## src/rtl/mpa_pkg.sv

```systemverilog
package mpa_pkg;

  // register indexes on the configuration port
  localparam logic [2:0] REG_IN_WIDTH    = 3'd0;
  localparam logic [2:0] REG_IN_HEIGHT   = 3'd1;
  localparam logic [2:0] REG_WINDOW_SIZE = 3'd2;
  localparam logic [2:0] REG_STEP        = 3'd3;
  localparam logic [2:0] REG_PAD_TOTAL   = 3'd4;
  localparam logic [2:0] REG_RECORD      = 3'd5;
  localparam int unsigned REG_COUNT      = 6;
  localparam int unsigned CFG_ADDR_W     = 5;

  // register reset values
  localparam logic [8:0] RST_IN_WIDTH    = 9'd8;
  localparam logic [8:0] RST_IN_HEIGHT   = 9'd8;
  localparam logic [3:0] RST_WINDOW_SIZE = 4'd2;
  localparam logic [3:0] RST_STEP        = 4'd2;
  localparam logic [3:0] RST_PAD_TOTAL   = 4'd0;
  localparam logic       RST_RECORD      = 1'b1;

  // results per pixel are capped
  localparam int unsigned MAX_RESULTS = 64;

  typedef struct packed {
    logic [8:0] in_width;
    logic [8:0] in_height;
    logic [3:0] window_size;
    logic [3:0] step;
    logic [3:0] pad_total;
    logic       record_index;
  } cfg_t;

  typedef enum logic [2:0] {
    ST_IDLE,
    ST_ROW,
    ST_COL,
    ST_SET1,
    ST_SET2,
    ST_SCAN,
    ST_DRAIN,
    ST_EMIT
  } state_t;

  typedef struct packed {
    logic accept;
    logic row_step;
    logic col_step;
    logic set1;
    logic set2;
    logic scan;
    logic emit;
  } cmd_t;

  typedef struct packed {
    logic first_col;
    logic row_hit;
    logic col_hit;
    logic have_win;
    logic win_empty;
    logic scan_last;
    logic out_free;
    logic run_last;
  } sts_t;

endpackage

```

## src/rtl/mpa_ctrl.sv

```systemverilog
module mpa_ctrl (
  input  logic          clk,
  input  logic          rst_n,
  input  logic          in_valid,
  output logic          in_ready,
  input  mpa_pkg::sts_t sts,
  output mpa_pkg::cmd_t cmd
);

  mpa_pkg::state_t state_r, state_nxt;

  always_ff @(posedge clk) begin
    if (!rst_n) state_r <= mpa_pkg::ST_IDLE;
    else        state_r <= state_nxt;
  end

  // next state
  always_comb begin
    state_nxt = state_r;
    unique case (state_r)
      mpa_pkg::ST_IDLE: begin
        if (in_valid) state_nxt = sts.first_col ? mpa_pkg::ST_ROW : mpa_pkg::ST_COL;
      end
      mpa_pkg::ST_ROW: begin
        if (!sts.row_hit) state_nxt = mpa_pkg::ST_COL;
      end
      mpa_pkg::ST_COL: begin
        if (!sts.col_hit) state_nxt = sts.have_win ? mpa_pkg::ST_SET1 : mpa_pkg::ST_IDLE;
      end
      mpa_pkg::ST_SET1: state_nxt = mpa_pkg::ST_SET2;
      mpa_pkg::ST_SET2: state_nxt = sts.win_empty ? mpa_pkg::ST_EMIT : mpa_pkg::ST_SCAN;
      mpa_pkg::ST_SCAN: begin
        if (sts.scan_last) state_nxt = mpa_pkg::ST_DRAIN;
      end
      mpa_pkg::ST_DRAIN: state_nxt = mpa_pkg::ST_EMIT;
      mpa_pkg::ST_EMIT: begin
        if (sts.out_free) state_nxt = sts.run_last ? mpa_pkg::ST_IDLE : mpa_pkg::ST_SET1;
      end
      default: state_nxt = mpa_pkg::ST_IDLE;
    endcase
  end

  // commands
  always_comb begin
    in_ready     = (state_r == mpa_pkg::ST_IDLE);
    cmd.accept   = (state_r == mpa_pkg::ST_IDLE) && in_valid;
    cmd.row_step = (state_r == mpa_pkg::ST_ROW) && sts.row_hit;
    cmd.col_step = (state_r == mpa_pkg::ST_COL) && sts.col_hit;
    cmd.set1     = (state_r == mpa_pkg::ST_SET1);
    cmd.set2     = (state_r == mpa_pkg::ST_SET2);
    cmd.scan     = (state_r == mpa_pkg::ST_SCAN);
    cmd.emit     = (state_r == mpa_pkg::ST_EMIT) && sts.out_free;
  end

endmodule

```

## config.mk

```make
export PLATFORM = sky130hd
export DESIGN_NAME = mpa_ctrl
export DESIGN_NICKNAME = d
export VERILOG_FILES = /design/src/rtl/mpa_pkg.sv /design/src/rtl/mpa_ctrl.sv
export SDC_FILE = /design/constraint.sdc
export NUM_CORES = 1
export LEC_CHECK = 0
export BUFFER_PORTS_ARGS = -buffer_cell sky130_fd_sc_hd__buf_2
export CORE_AREA = 2 2 39 41
export CTS_BUF_LIST = sky130_fd_sc_hd__clkbuf_16
export DETAILED_ROUTE_END_ITERATION = 10
export DIE_AREA = 0 0 41 43
export GPL_ROUTABILITY_DRIVEN = 0
export PLACE_DENSITY_LB_ADDON = 0.12
export SKIP_CTS_REPAIR_TIMING = 1
export SYNTH_ARGS = -nofsm -noshare
export SYNTH_HDL_FRONTEND = slang
export SYNTH_SLANG_ARGS = --single-unit
export TNS_END_PERCENT = 10
```

## constraint.sdc

```tcl
create_clock -name clk -period 1.2 [get_ports clk]
set_input_delay 0.06 -clock clk [delete_from_list [all_inputs] [get_ports clk]]
set_output_delay 0.06 -clock clk [all_outputs]
set_load 0.01 [all_outputs]
```

==> summary.txt <==
Setup path
  • Crit-path leading delay family: compound AO/OA/AOI/OAI gates
  • Crit. End Element: register
  • Crit path buf inv count: 0
  • Worst setup SP type: register
  • Arr. time, crit path: 1.35 ns
  • Cells along the critical path: or2_0 -> a211o_1 -> o211ai_2 -> mux2i_1
  • Crit path kind: reg -> reg
  • Max stage delay cell, worst path: dfxtp_4
  • Critical path required time: 1.35 ns
  • Max incr delay on CP: 0.36 ns
  • Maximum fanout along the worst path: 8

Global routing
  • Vias in the first global route: 335
  • Largest net degree at the start of global routing: 9
  • Total track usage: 11.0%
  • Overflow after GRT: 0
  • First-pass GRT wire length: 1.27 mm
  • Initial antenna violation count: 0

Timing
  • Final Hold Viols: 0
  • Slew Limit Fails: 0
  • Setup ws final: 0.00342 ns
  • Setup Skew: 0.00187 ns
  • RSZ-0062 raised after global routing: true
  • Final setup fails: 0
  • Final Cycle Share: 99.7%
  • Least-Margin Pin Slew: 0.230 ns
  • FMAX: 0.836 GHz
  • Slew margin rel.: 84.7%
  • Hold slack: 0.101 ns
  • Min Tclk post-route: 1.20 ns

Power and ir drop
  • P_leak: 0.296 nW
  • Power per cell area: 2390 nW/um^2
  • Peak supply drop: 1.27 mV

Detailed routing
  • First-pass DRT Iterations: 2
  • Drt wl/cell: 9.78 um
  • Vias per cell: 4.55
  • Routed Antenna Nets: 0
  • Post-route DRC: 0
  • DRT iter0 DRCs: 4
  • Vias: 396
  • DRT Wirelength: 851 um

Finish
  • Layout cells sized above 1: 62.0%
  • Area growth syn-to-layout: 103%
  • # diodes: 0
  • # nets final: 83
  • Reg with most FFs: state_r
  • Finished Layout Cells: 87
  • Regs by FF count: state_r (3)
  • Max FFs per register: 3

Status
  • Status: completed

Clock network
  • Clk Latency, worst-skew pair: 0.22 ns
  • H-tree lvl count: 1
  • Clock sink total: 3
  • CTS tree: built
  • CTS clock-pin slew for the worst setup and hold paths: 0.03 ns
  • Clock buffer depth: 2
  • Root buffer cell: clkbuf_16
  • CTS buffer count: 3

Flow run
  • # Max-Cap Violations: 0

Worst hold path
  • Type of the worst min-delay path: in -> reg

Synth
  • Yosys Warn Count: 0
  • Syn_nets: 52
  • Yosys cell types: 21
  • Mapped cell area: 298 sq um
  • Mean Syn Cell Area: 7.26 sq um
  • Syn Inst Count: 41
  • Register area share after synthesis: 20.2%
  • FF+latch count, synth: 3

Die
  • Die Wd: 41 um
  • Die Span Y: 43 um
  • Num ports: 19
  • Core Box Area: 1380 sq um
  • Die area: 1760 sq um
  • Starting Density: 21.5%
  • Core Rows: 14

Placed design
  • Pre-CTS worst setup slack: -0.0838 ns
  • Placed insts: 83
  • DP Wirelength: 666 um
  • Port buffer count: 18
-- final timing paths --
kind	startpoint	end	slack (ns)	depth (start not counted)
setup / recovery	state_r[1]	state_r[1]	0.003	4
hold / removal	rst_n	state_r[0]	0.10	2
setup reg to reg	state_r[1]	state_r[1]	0.003	4
hold reg to reg	state_r[2]	state_r[2]	0.58	2
-- routing by layer --
metal | vias up | GRT usage [%] | wire length (um)
met5 | - | 0 | 0
met4 | 0 | 8.00 | 19
met3 | 3 | 4.71 | 54
met2 | 12 | 16.3 | 420
met1 | 175 | 11.9 | 356
li1 | 206 | - | -
-- area by class of cell --
type                       instances  area (sq um)
fill                             138           778
timing repair buffer              29           193
multi-input combinational         33           235
clock inverter                     1          3.75
sequential                         3          71.3
inverter                           2          7.51
tap                               16          20.0
clock buffer                       3          75.1
-- synth_stat cells --
library cell  instances  area [sq um]
a211o_1               1          8.76
a21oi_1               4          20.0
and2_1                2          12.5
and3b_4               1          12.5
and4bb_2              1          12.5
buf_2                 2          10.0
buf_6                 1          11.3
dfxtp_1               3          60.1
inv_1                 2          7.51
mux2i_1               1          10.0
nand2_1               5          18.8
nand2b_1              2          12.5
nand3_1               1          5.00
nor2_1                5          18.8
nor3_1                2          10.0
nor3b_1               2          15.0
o211ai_1              2          15.0
o211ai_2              1          12.5
o21ai_2               1          8.76
o311a_1               1          10.0
or2_0                 1          6.26
-- stage by stage --
stage                     instance area [sq um]  setup TNS [ns]  total power [mW]  util (%)
after floorplan                             298               0             0.566         -
after global placement                      469         -0.0869             0.829      33.9
after detailed placement                    469          -0.157             0.825      33.9
after CTS                                   548          -0.651              1.36      39.6
after global routing                        606          -0.185              1.55      43.8
final                                       606               0              1.45      43.8
-- placed cells by master (no fill, tap or decap), types with 2 or more instances in the layout --
| master | instances |
|---|---|
| nor2_1 | 3 |
| inv_1 | 3 |
| buf_4 | 9 |
| dfxtp_4 | 3 |
| nor3b_1 | 2 |
| clkbuf_16 | 3 |
| buf_2 | 16 |
| nand2b_1 | 2 |
| nand2_1 | 5 |
| nor2_2 | 2 |
| a21oi_1 | 4 |
| and2_1 | 2 |
| buf_6 | 4 |
| o211ai_1 | 2 |
-- power breakdown --
part / switching [mW] / internal [mW] / total, mW
registers: 0.0713 / 0.160 / 0.232
clock network: 0.0905 / 0.430 / 0.520
logic: 0.306 / 0.388 / 0.694
-- logic make-up (layout without fill, tap and decap cells) --
logic type,after synthesis,count (layout),synth area share (%)
buffers and inverters,5,35,9.66
muxes,1,1,3.36
AOI/OAI and AO/OA,10,10,25.2
DFF,3,3,20.2
and+or+nand+nor,22,22,41.6
(Power assumes the default switching activity.)
