### src/rtl/mpa_pkg.sv
package mpa_pkg;

  // register indexes on the configuration port
  localparam logic [2:0] REG_IN_WIDTH    = 3'd0;
  localparam logic [2:0] REG_IN_HEIGHT   = 3'd1;
  localparam logic [2:0] REG_WINDOW_SIZE = 3'd2;
  localparam logic [2:0] REG_STEP        = 3'd3;
  localparam logic [2:0] REG_PAD_TOTAL   = 3'd4;
  localparam logic [2:0] REG_RECORD      = 3'd5;
  localparam int unsigned REG_COUNT      = 6;
  localparam int unsigned CFG_ADDR_W     = 5;

  // register reset values
  localparam logic [8:0] RST_IN_WIDTH    = 9'd8;
  localparam logic [8:0] RST_IN_HEIGHT   = 9'd8;
  localparam logic [3:0] RST_WINDOW_SIZE = 4'd2;
  localparam logic [3:0] RST_STEP        = 4'd2;
  localparam logic [3:0] RST_PAD_TOTAL   = 4'd0;
  localparam logic       RST_RECORD      = 1'b1;

  // results per pixel are capped
  localparam int unsigned MAX_RESULTS = 64;

  typedef struct packed {
    logic [8:0] in_width;
    logic [8:0] in_height;
    logic [3:0] window_size;
    logic [3:0] step;
    logic [3:0] pad_total;
    logic       record_index;
  } cfg_t;

  typedef enum logic [2:0] {
    ST_IDLE,
    ST_ROW,
    ST_COL,
    ST_SET1,
    ST_SET2,
    ST_SCAN,
    ST_DRAIN,
    ST_EMIT
  } state_t;

  typedef struct packed {
    logic accept;
    logic row_step;
    logic col_step;
    logic set1;
    logic set2;
    logic scan;
    logic emit;
  } cmd_t;

  typedef struct packed {
    logic first_col;
    logic row_hit;
    logic col_hit;
    logic have_win;
    logic win_empty;
    logic scan_last;
    logic out_free;
    logic run_last;
  } sts_t;

endpackage

### src/rtl/mpa_cfg.sv
module mpa_cfg (
  input  logic                                clk,
  input  logic                                rst_n,
  input  logic                                psel,
  input  logic                                penable,
  input  logic                                pwrite,
  input  logic [mpa_pkg::CFG_ADDR_W-1:0]      paddr,
  input  logic [31:0]                         pwdata,
  output logic [31:0]                         prdata,
  output mpa_pkg::cfg_t                       cfg,
  output logic                                restart
);

  mpa_pkg::cfg_t cfg_r;
  logic          wr_en;
  logic [2:0]    idx;

  assign idx     = paddr[4:2];
  assign wr_en   = psel && penable && pwrite;
  assign restart = wr_en && (32'(idx) < mpa_pkg::REG_COUNT);
  assign cfg     = cfg_r;

  // write registers
  always_ff @(posedge clk) begin
    if (!rst_n) begin
      cfg_r.in_width     <= mpa_pkg::RST_IN_WIDTH;
      cfg_r.in_height    <= mpa_pkg::RST_IN_HEIGHT;
      cfg_r.window_size  <= mpa_pkg::RST_WINDOW_SIZE;
      cfg_r.step         <= mpa_pkg::RST_STEP;
      cfg_r.pad_total    <= mpa_pkg::RST_PAD_TOTAL;
      cfg_r.record_index <= mpa_pkg::RST_RECORD;
    end else if (wr_en) begin
      unique case (idx)
        mpa_pkg::REG_IN_WIDTH:    cfg_r.in_width     <= pwdata[8:0];
        mpa_pkg::REG_IN_HEIGHT:   cfg_r.in_height    <= pwdata[8:0];
        mpa_pkg::REG_WINDOW_SIZE: cfg_r.window_size  <= pwdata[3:0];
        mpa_pkg::REG_STEP:        cfg_r.step         <= pwdata[3:0];
        mpa_pkg::REG_PAD_TOTAL:   cfg_r.pad_total    <= pwdata[3:0];
        mpa_pkg::REG_RECORD:      cfg_r.record_index <= pwdata[0];
        default: ;
      endcase
    end
  end

  // read back
  always_comb begin
    unique case (idx)
      mpa_pkg::REG_IN_WIDTH:    prdata = 32'(cfg_r.in_width);
      mpa_pkg::REG_IN_HEIGHT:   prdata = 32'(cfg_r.in_height);
      mpa_pkg::REG_WINDOW_SIZE: prdata = 32'(cfg_r.window_size);
      mpa_pkg::REG_STEP:        prdata = 32'(cfg_r.step);
      mpa_pkg::REG_PAD_TOTAL:   prdata = 32'(cfg_r.pad_total);
      mpa_pkg::REG_RECORD:      prdata = 32'(cfg_r.record_index);
      default:                  prdata = 32'd0;
    endcase
  end

endmodule

### config.mk
export PLATFORM = sky130hd
export DESIGN_NAME = mpa_cfg
export DESIGN_NICKNAME = d
export VERILOG_FILES = /design/src/rtl/mpa_pkg.sv /design/src/rtl/mpa_cfg.sv
export SDC_FILE = /design/constraint.sdc
export NUM_CORES = 1
export LEC_CHECK = 0
export CORE_UTILIZATION = 50
export CTS_CLUSTER_DIAMETER = 30
export DETAILED_ROUTE_END_ITERATION = 8
export DONT_BUFFER_PORTS = 1
export MAX_ROUTING_LAYER = met4
export PLACE_DENSITY = 0.76
export SLEW_MARGIN = 10
export SYNTH_ARGS = -nofsm -noshare
export SYNTH_HDL_FRONTEND = slang
export SYNTH_SLANG_ARGS = --single-unit
### constraint.sdc
create_clock -name clk -period 2.3 [get_ports clk]
set_input_delay 0.115 -clock clk [delete_from_list [all_inputs] [get_ports clk]]
set_output_delay 0.115 -clock clk [all_outputs]
set_load 0.05 [all_outputs]
==> impl_metrics.py, run 1 <==
metrics = {
    "synth": {
        "ys_types": 32,
        "syn_area_per_cell_um2": 9.08,
        "synthFlopType": "dfxtp_1",
        "synth_warnings": 0,
        "ys_seq_area_share_pct": 36.3,
        "synth_seq_cells": 31,
        "synth_area_leaders": "dfxtp_1 (36%), mux2i_1 (23%), buf_4 (11%)",
        "synth_area_um2": 1710,
        "synth_edf_count": 0,
        "synth_top_area_share_pct": 36.3,
        "syn_inst": 188,
        "synth_common_cells": "mux2i_1 (39), nand2_1 (36), dfxtp_1 (31), buf_4 (26)",
        "yosysTopAreaCell": "dfxtp_1",
        "synth.most_common_cell": "mux2i_1",
        "async_flop_share_pct": 0,
    },
    "flow_run": {
        "maxCapViolations": 0,
    },
    "worst_setup_path": {
        "cp.arrival_ns": 1.66,
        "reg2reg_slack_ns": 0.81,
        "reg2regPathDepth": 3,
        "timing.rr.start": "cfg[2]",
        "worst_setup_path_start_kind": "flop",
        "endpoint_kind": "output pin",
        "cp-startpoint": "cfg[3]",
        "cp_max_fo": 3,
        "timing.rr.end": "cfg[2]",
        "cp.required_ns": 2.18,
        "path_class": "flop to output pin",
    },
    "timing": {
        "rsz0062_at_grt": "no",
        "setup_viol": 0,
        "fin_crit_ns": 1.77,
        "finalSetupTns_ns": 0,
        "fin_crit_sh_pct": 77.1,
        "max-slew-margin-rel_pct": 62.0,
        "worst_pin_slew_ns": 0.569,
        "hold_viol_final": 0,
        "finalClockSkew_ns": 0,
        "max_freq_mhz": 564,
        "slew_violations": 0,
    },
    "power_and_ir_drop": {
        "p_total_w": 0.00111,
        "p_leak_nw": 0.919,
        "powerDensity_nw_per_um2": 550,
        "irDropWorstVdd_uv": 365,
    },
    "global_routing": {
        "grt_antenna_before_repair": 0,
        "grt_pass1_vias": 1385,
        "grt_max_degree": 38,
        "grt-ovfl-total": 0,
        "grtUsageTotal_pct": 24.4,
        "grt_pass1_wl_um": 6230,
    },
    "routing": {
        "drt_wl_total_um": 4110,
        "dr.pass1.iters": 4,
        "first_iter_violations": 93,
        "postRouteAntennaNets": 0,
        "route.detailed.drc": 0,
        "viasPerCell": 5.21,
        "vias": 1391,
        "wl_per_cell_um": 15.4,
    },
    "clocking": {
        "cts_tree": "done",
        "cts_max_level": 2,
        "cts_hold_buffers": 14,
        "cts_max_path_buffers": 2,
        "clk_pin_slew_ns": 0.09,
        "cts_setup_buffers": 0,
        "cts.sink_count": 31,
        "cts_buffers": 5,
        "root_buffer": "clkbuf_4",
        "clock_latency_ns": 0.33,
        "cts_resized": 0,
    },
    "status": {
        "outcome": "finished clean",
    },
    "worst_hold_path": {
        "min_from": "pwdata[0]",
        "hold_end": "cfg[13]",
        "worstHoldPathType": "input port to flop",
        "whs_path_depth": 2,
    },
    "floorplan": {
        "start_util_pct": 54.2,
        "core_area_um2": 3150,
        "io_pins": 106,
        "die_x_um": 60.4,
        "die_h_um": 60.4,
        "die-area_um2": 3650,
        "num_rows": 20,
    },
    "placed_design": {
        "dp_hpwl_um": 2670,
        "io_buffer_count": 0,
        "place.gp.congestion": 0.774,
    },
    "finish": {
        "final_util_pct": 64.0,
        "antenna_cells": 0,
        "area_delta_synth_final_pct": 18.2,
        "final_nets": 264,
        "fill_cells": 266,
        "drive_gt1_share_pct": 18.4,
        "largest_reg_flops": 31,
    },
}
==> metal layers <==
metal	part of all wire (%)	track usage, %
met2	48	40.3
met3	7.2	8.74
met5	0	-
met1	44	27.5
met4	1.2	7.47
==> layout by cell type, fill, tap and decap left out, types with 3 or more instances in the layout <==
master	instances
nand2_1	36
dlygate4sd3_1	13
a21oi_1	3
nor3_1	5
dfxtp_1	31
mux2i_1	39
conb_1	23
nand3_1	3
buf_4	26
nor2b_1	5
inv_1	3
clkbuf_4	5
o21ai_0	4
==> worst max path at each step <==
stage                            to  slack, ns  depth (start not counted)
after floorplan           prdata[0]       0.26                          3
after global placement    prdata[1]       0.93                          2
after detailed placement  prdata[2]       0.89                          2
after CTS                 prdata[2]       0.51                          2
after global routing      prdata[3]       0.47                          3
final                     prdata[2]       0.53                          2
==> stage by stage <==
| stage | std cells | setup WS [ns] | hold slack [ns] | area, um2 |
|---|---|---|---|---|
| 6_report | 267 | 0.527 | 0.0242 | 2020 |
| 5_1_grt | 267 | 0.466 | 0.0101 | 2020 |
| 3_5_place_dp | 245 | 0.893 | 0.213 | 1800 |
| 4_1_cts | 267 | 0.513 | 0.0173 | 2020 |
| 3_3_place_gp | 245 | 0.928 | 0.211 | 1800 |
| 2_1_floorplan | 210 | 0.264 | 0.277 | 1790 |
==> kinds of logic after synthesis <==
family          synth area share [%]
other cells                    0.220
compound gates                  6.67
simple gates                    18.2
flops                           36.3
mux                             23.5
buf+inv                         15.0
==> critical path, cell delays in order, from the launching register on <==
cell,delay [ns]
dfxtp_1,0.67
o2bb2ai_1,0.19
o21a_1,0.46
==> final cells by class <==
type,count,area [um2],share of cell area [%]
multi-input cells,141,918,45.5
well taps,44,55.1,2.73
clock buffers,8,68.8,3.41
flip-flops and latches,31,621,30.7
repair buffers,40,345,17.1
inverters,3,11.3,0.558
==> power breakdown <==
part           total, W  leakage (nW)  internal, W  switching (W)
sequential     0.000550         0.250     0.000541     0.00000927
clock          0.000367        0.0386     0.000180       0.000187
combinational  0.000194         0.630    0.0000460       0.000148
total           0.00111         0.919     0.000766       0.000344
No activity file was read; power rests on OpenSTA's default activity.
==> run 2, diff against run 1 <==
- clock period: 2.3 -> 1.75 ns (I/O delays scaled with it)
==> impl_metrics.py, run 2 (same netlist as run 1, synthesis figures left out) <==
metrics = {
    "worst_setup_path": {
        "reg2regPathDepth": 4,
        "timing.rr.start": "cfg[16]",
        "endpoint_kind": "flop",
        "crit_path_max_incr_delay_ns": 0.59,
        "crit_slowest_cell": "dlygate4sd3_1",
        "cp.arrival_ns": 1.94,
        "timing.rr.end": "cfg[16]",
        "cp_max_fo": 19,
        "worst_setup_path_start_kind": "input port",
        "reg2reg_slack_ns": 0.37,
        "crit_chain": "dlygate4sd3_1 -> nor3_2 -> mux2i_1 -> dlygate4sd3_1",
        "cp.required_ns": 2.03,
        "crit_top_cell": "dlygate4sd3_1",
        "crit_path_end": "cfg[2]",
        "cp-startpoint": "paddr[2]",
        "path_class": "input port to flop",
    },
    "global_routing": {
        "grt.busiest_layer": "met2",
        "met3_usage_pct": 8.10,
        "grt_pass1_vias": 1406,
        "grt_util_met2_pct": 44.3,
        "grt_max_degree": 39,
        "grt_antenna_before_repair": 0,
        "grt-ovfl-total": 0,
        "grtUsageTotal_pct": 25.3,
        "grt_pass1_wl_um": 6400,
        "gr-usage-met1_pct": 26.6,
    },
    "finish": {
        "largest_reg_flops": 31,
        "fill_cells": 250,
        "final_nets": 283,
        "final_cell_mix": "buf_4 (42), mux2i_1 (39), nand2_1 (36)",
        "antenna_cells": 0,
        "stdcell_count": 286,
        "final_common_cell": "buf_4",
        "area_delta_synth_final_pct": 29.9,
        "drive_gt1_share_pct": 26.9,
    },
    "placed_design": {
        "place.gp.congestion": 0.803,
        "dp_hpwl_um": 2870,
        "io_buffer_count": 0,
        "dp_cells": 262,
    },
    "timing": {
        "finalClockSkew_ns": 0,
        "rsz0062_at_grt": "no",
        "hold_viol_final": 0,
        "slew_violations": 0,
        "max-slew-margin-rel_pct": 63.2,
        "worst_pin_slew_ns": 0.551,
        "setup_viol": 0,
        "finalSetupTns_ns": 0,
        "fin_crit_sh_pct": 95.0,
        "max_freq_mhz": 602,
        "fin_crit_ns": 1.66,
    },
    "routing": {
        "dr.pass1.iters": 4,
        "viasPerCell": 5.01,
        "drt_wl_total_um": 4190,
        "postRouteAntennaNets": 0,
        "vias": 1434,
        "first_iter_violations": 99,
        "wl_per_cell_um": 14.7,
        "route.detailed.drc": 0,
    },
    "power_and_ir_drop": {
        "combPwrFrac_pct": 19.2,
        "p_leak_nw": 1.02,
        "cell_internal_pwr_w": 0.00102,
        "irDropWorstVdd_uv": 398,
        "switching_share_pct": 30.7,
        "powerDensity_nw_per_um2": 665,
        "p_sw_w": 0.000453,
        "seqPwrFrac_pct": 48.3,
        "clockPowerShare_pct": 32.5,
    },
    "floorplan": {
        "core_area_um2": 3150,
        "io_pins": 106,
        "start_util_pct": 54.2,
        "die_x_um": 60.4,
        "num_rows": 20,
        "die_h_um": 60.4,
        "die-area_um2": 3650,
    },
    "clocking": {
        "cts_setup_buffers": 0,
        "cts.sink_count": 31,
        "clock_latency_ns": 0.33,
        "clk_pin_slew_ns": 0.10,
        "cts_buffers": 5,
        "cts_max_level": 2,
        "cts_max_path_buffers": 2,
        "cts_tree": "done",
        "root_buffer": "clkbuf_4",
        "cts_resized": 0,
    },
    "worst_hold_path": {
        "worstHoldPathType": "input port to flop",
    },
    "status": {
        "outcome": "finished clean",
    },
    "flow_run": {
        "maxCapViolations": 0,
    },
}
-- run 2: cell count changes in the layout (fill, tap and decap cells not counted), sizes merged --
cell,before,now
buf,27,44
dlygate4sd3,13,15
-- run 2: timing repair --
action                                  4_1_cts  5_1_grt
endpoints found under the setup margin        0        0
hold buffers                                 15        1
hold endpoints to repair                     31        1
-- run 2: power groups by stage --
stage          registers (W)  clock network, W  logic, W
2_1_floorplan       0.000750                 0  0.000260
3_3_place_gp        0.000729                 0  0.000236
3_5_place_dp        0.000729                 0  0.000239
4_1_cts             0.000713          0.000486  0.000280
5_1_grt             0.000714          0.000523  0.000296
6_report            0.000713          0.000479  0.000283
-- run 2: routing by layer --
metal	routed length (um)	up-vias
met2	2220	64
met5	0	-
met1	1620	665
met3	328	4
li1	-	701
met4	25	0
-- run 2: how the worst min path moves through the flow --
stage / start / endpoint / slack (ns) / cells after the start
after detailed placement: rst_n / cfg[16] / 0.19 / 1
after floorplan: pwdata[4] / cfg[17] / 0.25 / 2
after global routing: rst_n / cfg[25] / -0.00007 / 2
after global placement: rst_n / cfg[25] / 0.18 / 1
final: pwdata[2] / cfg[11] / 0.004 / 2
after CTS: pwdata[2] / cfg[11] / 0.0003 / 2
-- run 2: critical path: cells and delay by family --
family        cells  cell delay [ns]
simple gates      1             0.45
buf+inv           2             1.15
mux               1             0.26
-- run 2: final cells by class --
cell class | instances | area (um2) | share of cell area [%]
clock buffer | 8 | 68.8 | 3.10
inverter | 3 | 11.3 | 0.508
multi-input combinational | 141 | 957 | 43.1
sequential | 31 | 621 | 28.0
tap | 44 | 55.1 | 2.48
timing repair buffer | 59 | 505 | 22.8
-- run 2: per-stage QoR --
| step | area (um2) | util (%) | hold slack, ns | setup slack, ns | total power, W |
|---|---|---|---|---|---|
| 4_1_cts | 2210 | 70.0 | 0.000279 | 0.165 | 0.00148 |
| 5_1_grt | 2220 | 70.4 | -0.0000689 | 0.0766 | 0.00153 |
| 3_5_place_dp | 1980 | 62.8 | 0.186 | 0.575 | 0.000969 |
| 6_report | 2220 | 70.4 | 0.00375 | 0.0876 | 0.00148 |
| 2_1_floorplan | 1830 | - | 0.249 | 0.0506 | 0.00101 |
| 3_3_place_gp | 1980 | 62.8 | 0.184 | 0.602 | 0.000965 |
